## config.mk

```make
export PLATFORM = sky130hd
export DESIGN_NAME = slc_dist_ram
export DESIGN_NICKNAME = d
export VERILOG_FILES = /design/src/sv/single_link_clustering_core_assert.svh /design/src/sv/slc_dist_ram.sv
export SDC_FILE = /design/constraint.sdc
export NUM_CORES = 2
export LEC_CHECK = 0
export BUFFER_PORTS_ARGS = -buffer_cell sky130_fd_sc_hd__buf_2
export CORE_MARGIN = 2
export CORE_UTILIZATION = 25
export DETAILED_ROUTE_END_ITERATION = 10
export SLEW_MARGIN = 10
export SYNTH_ARGS = -nofsm -noshare
export SYNTH_HDL_FRONTEND = slang
export SYNTH_SLANG_ARGS = --single-unit
```

## constraint.sdc

```tcl
create_clock -name clk -period 2.86 [get_ports clk]
set_clock_uncertainty 0.2 [all_clocks]
set_input_delay 0.143 -clock clk [delete_from_list [all_inputs] [get_ports clk]]
set_output_delay 0.143 -clock clk [all_outputs]
set_load 0.1 [all_outputs]
```

## src/sv/single_link_clustering_core_assert.svh

```systemverilog
// ---------------------------------------------------------------------------
// single_link_clustering_core assertion macros
// shared property macros for the clustering core
// ---------------------------------------------------------------------------
`ifndef SINGLE_LINK_CLUSTERING_CORE_ASSERT_SVH
`define SINGLE_LINK_CLUSTERING_CORE_ASSERT_SVH

`ifndef SYNTH
// property that must hold at every edge out of reset
`define SLC_ASSERT_ALWAYS(lbl, clk, rst_n, expr) \
    lbl: assert property (@(posedge clk) disable iff (!rst_n) (expr)) \
        else $error("assertion failed: lbl");
// antecedent implies consequent in the same cycle
`define SLC_ASSERT_IMPLIES(lbl, clk, rst_n, ante, cons) \
    lbl: assert property (@(posedge clk) disable iff (!rst_n) (ante) |-> (cons)) \
        else $error("assertion failed: lbl");
`else
`define SLC_ASSERT_ALWAYS(lbl, clk, rst_n, expr)
`define SLC_ASSERT_IMPLIES(lbl, clk, rst_n, ante, cons)
`endif

`endif

```

## src/sv/slc_dist_ram.sv

```systemverilog
// ---------------------------------------------------------------------------
// slc_dist_ram
// distance store: one write port, two registered read ports
// ---------------------------------------------------------------------------
`default_nettype none

module slc_dist_ram #(
    parameter int ADDR_W = 8,
    parameter int DATA_W = 16
) (
    input  wire logic              clk,
    input  wire logic              wr_en,
    input  wire logic [ADDR_W-1:0] wr_addr,
    input  wire logic [DATA_W-1:0] wr_data,
    input  wire logic              rd_a_en,
    input  wire logic [ADDR_W-1:0] rd_a_addr,
    output logic      [DATA_W-1:0] rd_a_data,
    input  wire logic              rd_b_en,
    input  wire logic [ADDR_W-1:0] rd_b_addr,
    output logic      [DATA_W-1:0] rd_b_data
);

    logic [DATA_W-1:0] mem [2**ADDR_W];

    always_ff @(posedge clk)
    begin
        if (wr_en)
        begin
            mem[wr_addr] <= wr_data;
        end
    end

    // read data holds while the port is not enabled
    always_ff @(posedge clk)
    begin
        if (rd_a_en)
        begin
            rd_a_data <= mem[rd_a_addr];
        end
        if (rd_b_en)
        begin
            rd_b_data <= mem[rd_b_addr];
        end
    end

endmodule

`default_nettype wire

```

==> out/results.txt <==
Unrepaired setup endpoints after global routing -> true
Die Ht -> 880 um
Placeable core area -> 765000 um^2
Critical path arrival -> 3.57 ns
Routability congestion estimate from global placement -> 0.936
Share of synthesized registers carrying an async set or reset -> 0%
Cell taking the most area after synthesis -> edfxtp_1
Clock root cell -> clkbuf_16
Worst min-delay path class -> in -> reg
Clk Latency, worst-skew pair -> 1.08 ns
Global-route wire length before repair -> 960000 um
Maximum capacitance violations -> 0
Final Max Slew Viols -> 0
Largest buffer count on any clock path -> 4
Setup-failing EPs final -> 11
Die area -> 775000 um^2
Via count of the first global-routing pass -> 119000
Cell types with the largest area share after synthesis -> edfxtp_1 (65%), mux4_2 (20%), mux2i_1 (5.3%), o221ai_1 (1.9%), o22ai_1 (0.92%)
Worst reg2reg path depth -> 8
Crit. path cell count -> 8
Count of distinct cell types in the synthesized netlist -> 58
Area share of the largest cell type after synthesis -> 64.6%
Starting density of the core -> 25.1%
Total via count after detailed routing -> 121000
Total detailed-routing wirelength -> 704000 um
CP Launch Type -> flip-flop
WP buf/inv -> 2
Overall global routing resource usage -> 17.5%
Cell count of the worst hold path -> 2
Worst-path maximum fanout -> 2
DRC violation count after routing -> 0
Yosys reg bits -> 4128
PortBufs -> 75
Routed Antenna Nets -> 0
CP delay by family, top -> multiplexers
FP Rows -> 321
Clock period minus worst slack -> 3.00 ns
Total power divided by cell area -> 579 nW/um^2
Avg Vias per Cell -> 5.36
Final critical-path share of the clock period -> 105%
Flip-flop cell with the highest count after synthesis -> edfxtp_1
Cell Chain, Critical Path -> mux4_2 -> mux4_2 -> a22oi_2 -> buf_4 -> nand2_4 -> o31ai_2 -> buf_4 -> nor3_2
Minimum setup slack in the final design -> -0.135 ns
Grt total ovfl -> 0
Measured slew at the worst slew-check pin -> 1.44 ns
I/O pins -> 76
Ys Warns -> 0
Sink count of the clock tree -> 4128
Average wire length per cell after detail routing -> 31.3 um
Clock-pin transition on the worst setup and hold timing paths -> 0.06 ns
Violation count after the first detailed-route iteration -> 17700
Worst-case setup slack after placement -> -1.58 ns
Deepest level of the CTS H-tree -> 5
Layout cell share with drive strength beyond 1 -> 39.9%
Net count of the mapped netlist -> 10200
Number of buffers added by the clock tree synthesis step -> 417
Initial antenna violation count -> 77
Worst Hold Launch -> wr_data[13]
Layout Area Growth over Synthesis -> 23.6%
Critical-path top delay cell -> mux4_2
Net count of the finished layout -> 11900
Register-to-Register Setup Slack -> -0.14 ns
Horizontal die dimension -> 880 um
Total count of hold-check failures in the final report -> 0
Clock tree from TritonCTS -> yes
Half-perimeter wire length after placement -> 478000 um
Post-Synthesis Cell Area -> 192000 um^2
Pin count of the biggest net entering global routing -> 105
Outcome -> complete, but fails checks
CP Launch Point -> mem[31][0]
Worst IR Drop VDD -> 495 uV
Post-route standard cell area excluding fillers -> 237000 um^2
Number of detailed-route iterations in the first pass -> 6
Average cell area after synthesis -> 18.9 um^2
Required time at the worst-slack endpoint -> 3.44 ns
Static Leak -> 76.9 nW
Max transition margin -> 3.78%
Synthesized instance count -> 10100
Share of the yosys chip area belonging to registers -> 64.6%
Violations in the final reports -> negative setup slack
Placed Area -> 221000 um^2
Peak Freq -> 334 MHz
EDFF count, synth -> 4128
Setup CP Type -> reg -> reg
Startpoint of the worst-slack reg-to-reg timing path -> mem[31][0]
Sort of element at the end of the critical path -> flip-flop
CP max stage delay -> 0.58 ns
-- repair_timing --
action / 4_1_cts / 5_1_grt
hold buffers: 47 / 0
endpoints found under the hold margin: 6723 / 0
gates resized for setup: 168 / 92
setup buffers: 1 / 6
gates cloned: 0 / 0
setup endpoints to repair: 32 / 32
pin swaps: 31 / 47
-- synth_stat cells, types with 12 or more instances --
cell	n
edfxtp_1	4128
mux4_2	1688
mux2i_1	1021
o221ai_1	418
clkbuf_1	382
nor2_1	355
o22ai_1	281
nand2_1	257
a21oi_1	210
nor3_1	185
buf_2	153
a22oi_1	119
buf_1	102
buf_4	100
buf_6	92
nand3_1	83
o21ai_0	74
o211ai_1	59
a22o_1	55
a221oi_1	48
a2111oi_0	38
nor4_1	38
nand4_1	30
o31ai_1	27
a211o_1	26
a211oi_1	22
and3_1	18
buf_8	15
nor2b_1	13
and4_1	12
-- cells in the final DEF (no fill, tap or decap), types with 59 or more instances in the layout --
cell type,instances
edfxtp_1,4128
mux4_2,1688
buf_4,1608
mux2i_1,1020
clkbuf_16,420
o221ai_1,403
buf_12,388
o22ai_1,261
nor2_2,249
nand2_1,243
a21oi_1,210
nor3_1,155
diode_2,125
a22oi_1,101
nor2_1,100
clkinv_1,93
clkinv_2,80
o21ai_0,72
clkbuf_1,70
nand3_1,66
o211ai_1,59
-- per-stage QoR --
step | hold WS (ns) | power [mW] | utilization [%] | TNS (ns) | instances
after floorplan | 0.0419 | 74.7 | - | 0 | 10100
after global placement | 0.362 | 81.8 | 28.9 | -28.80 | 21500
after detailed placement | 0.377 | 81.9 | 28.9 | -26.90 | 21500
after CTS | 0.00522 | 138 | 30.9 | -0.230 | 22400
after global routing | 0.0560 | 141 | 31.0 | -0.940 | 22400
final | 0.0115 | 137 | 31.0 | -0.603 | 22500
-- registers in the layout (all words and copies together), names as in the netlist --
register,cells
rd_b_data,16
rd_a_data,16
mem,4096
-- path summary, 6_finish.rpt --
path / end
worst min-delay path: mem[109][13]
worst max-delay path: rd_b_data[0]
worst max register to register: rd_b_data[0]
worst min register to register: rd_b_data[1]
-- power breakdown --
group,internal [mW],switching [mW]
clock network,31.5,24.7
registers,66.8,0.337
logic,5.72,8.34
total,104,33.4
-- kinds of logic (layout without fill, tap and decap cells) --
logic type / count (synthesis) / after routing / share of synthesized area, %
buffers and inverters: 856 / 2903 / 2.46
AOI/OAI and AO/OA: 1414 / 1414 / 5.39
and+or+nand+nor: 1028 / 1028 / 2.42
muxes: 2709 / 2709 / 25.1
other: 0 / 125 / 0
DFF: 4128 / 4128 / 64.6
-- layout make-up --
class / instances / area [um^2]
diodes: 125 / 313
clock inverters: 276 / 2980
multi-input cells: 5151 / 65400
flip-flops and latches: 4128 / 124000
fillers: 73900 / 527000
inverters: 6 / 45.0
repair buffers: 2131 / 21100
well taps: 10200 / 12700
clock buffers: 490 / 10800
-- layer usage --
metal	wire (um)	up-vias	GRT usage (%)	part of all wire [%]
met1	264000	64200	22.8	38
met3	77000	1301	4.05	11
met5	310	-	0	0.044
met4	39800	18	8.44	5.7
met2	322000	7484	27.5	46
li1	-	47600	-	-
No activity file was read; power rests on OpenSTA's default activity.
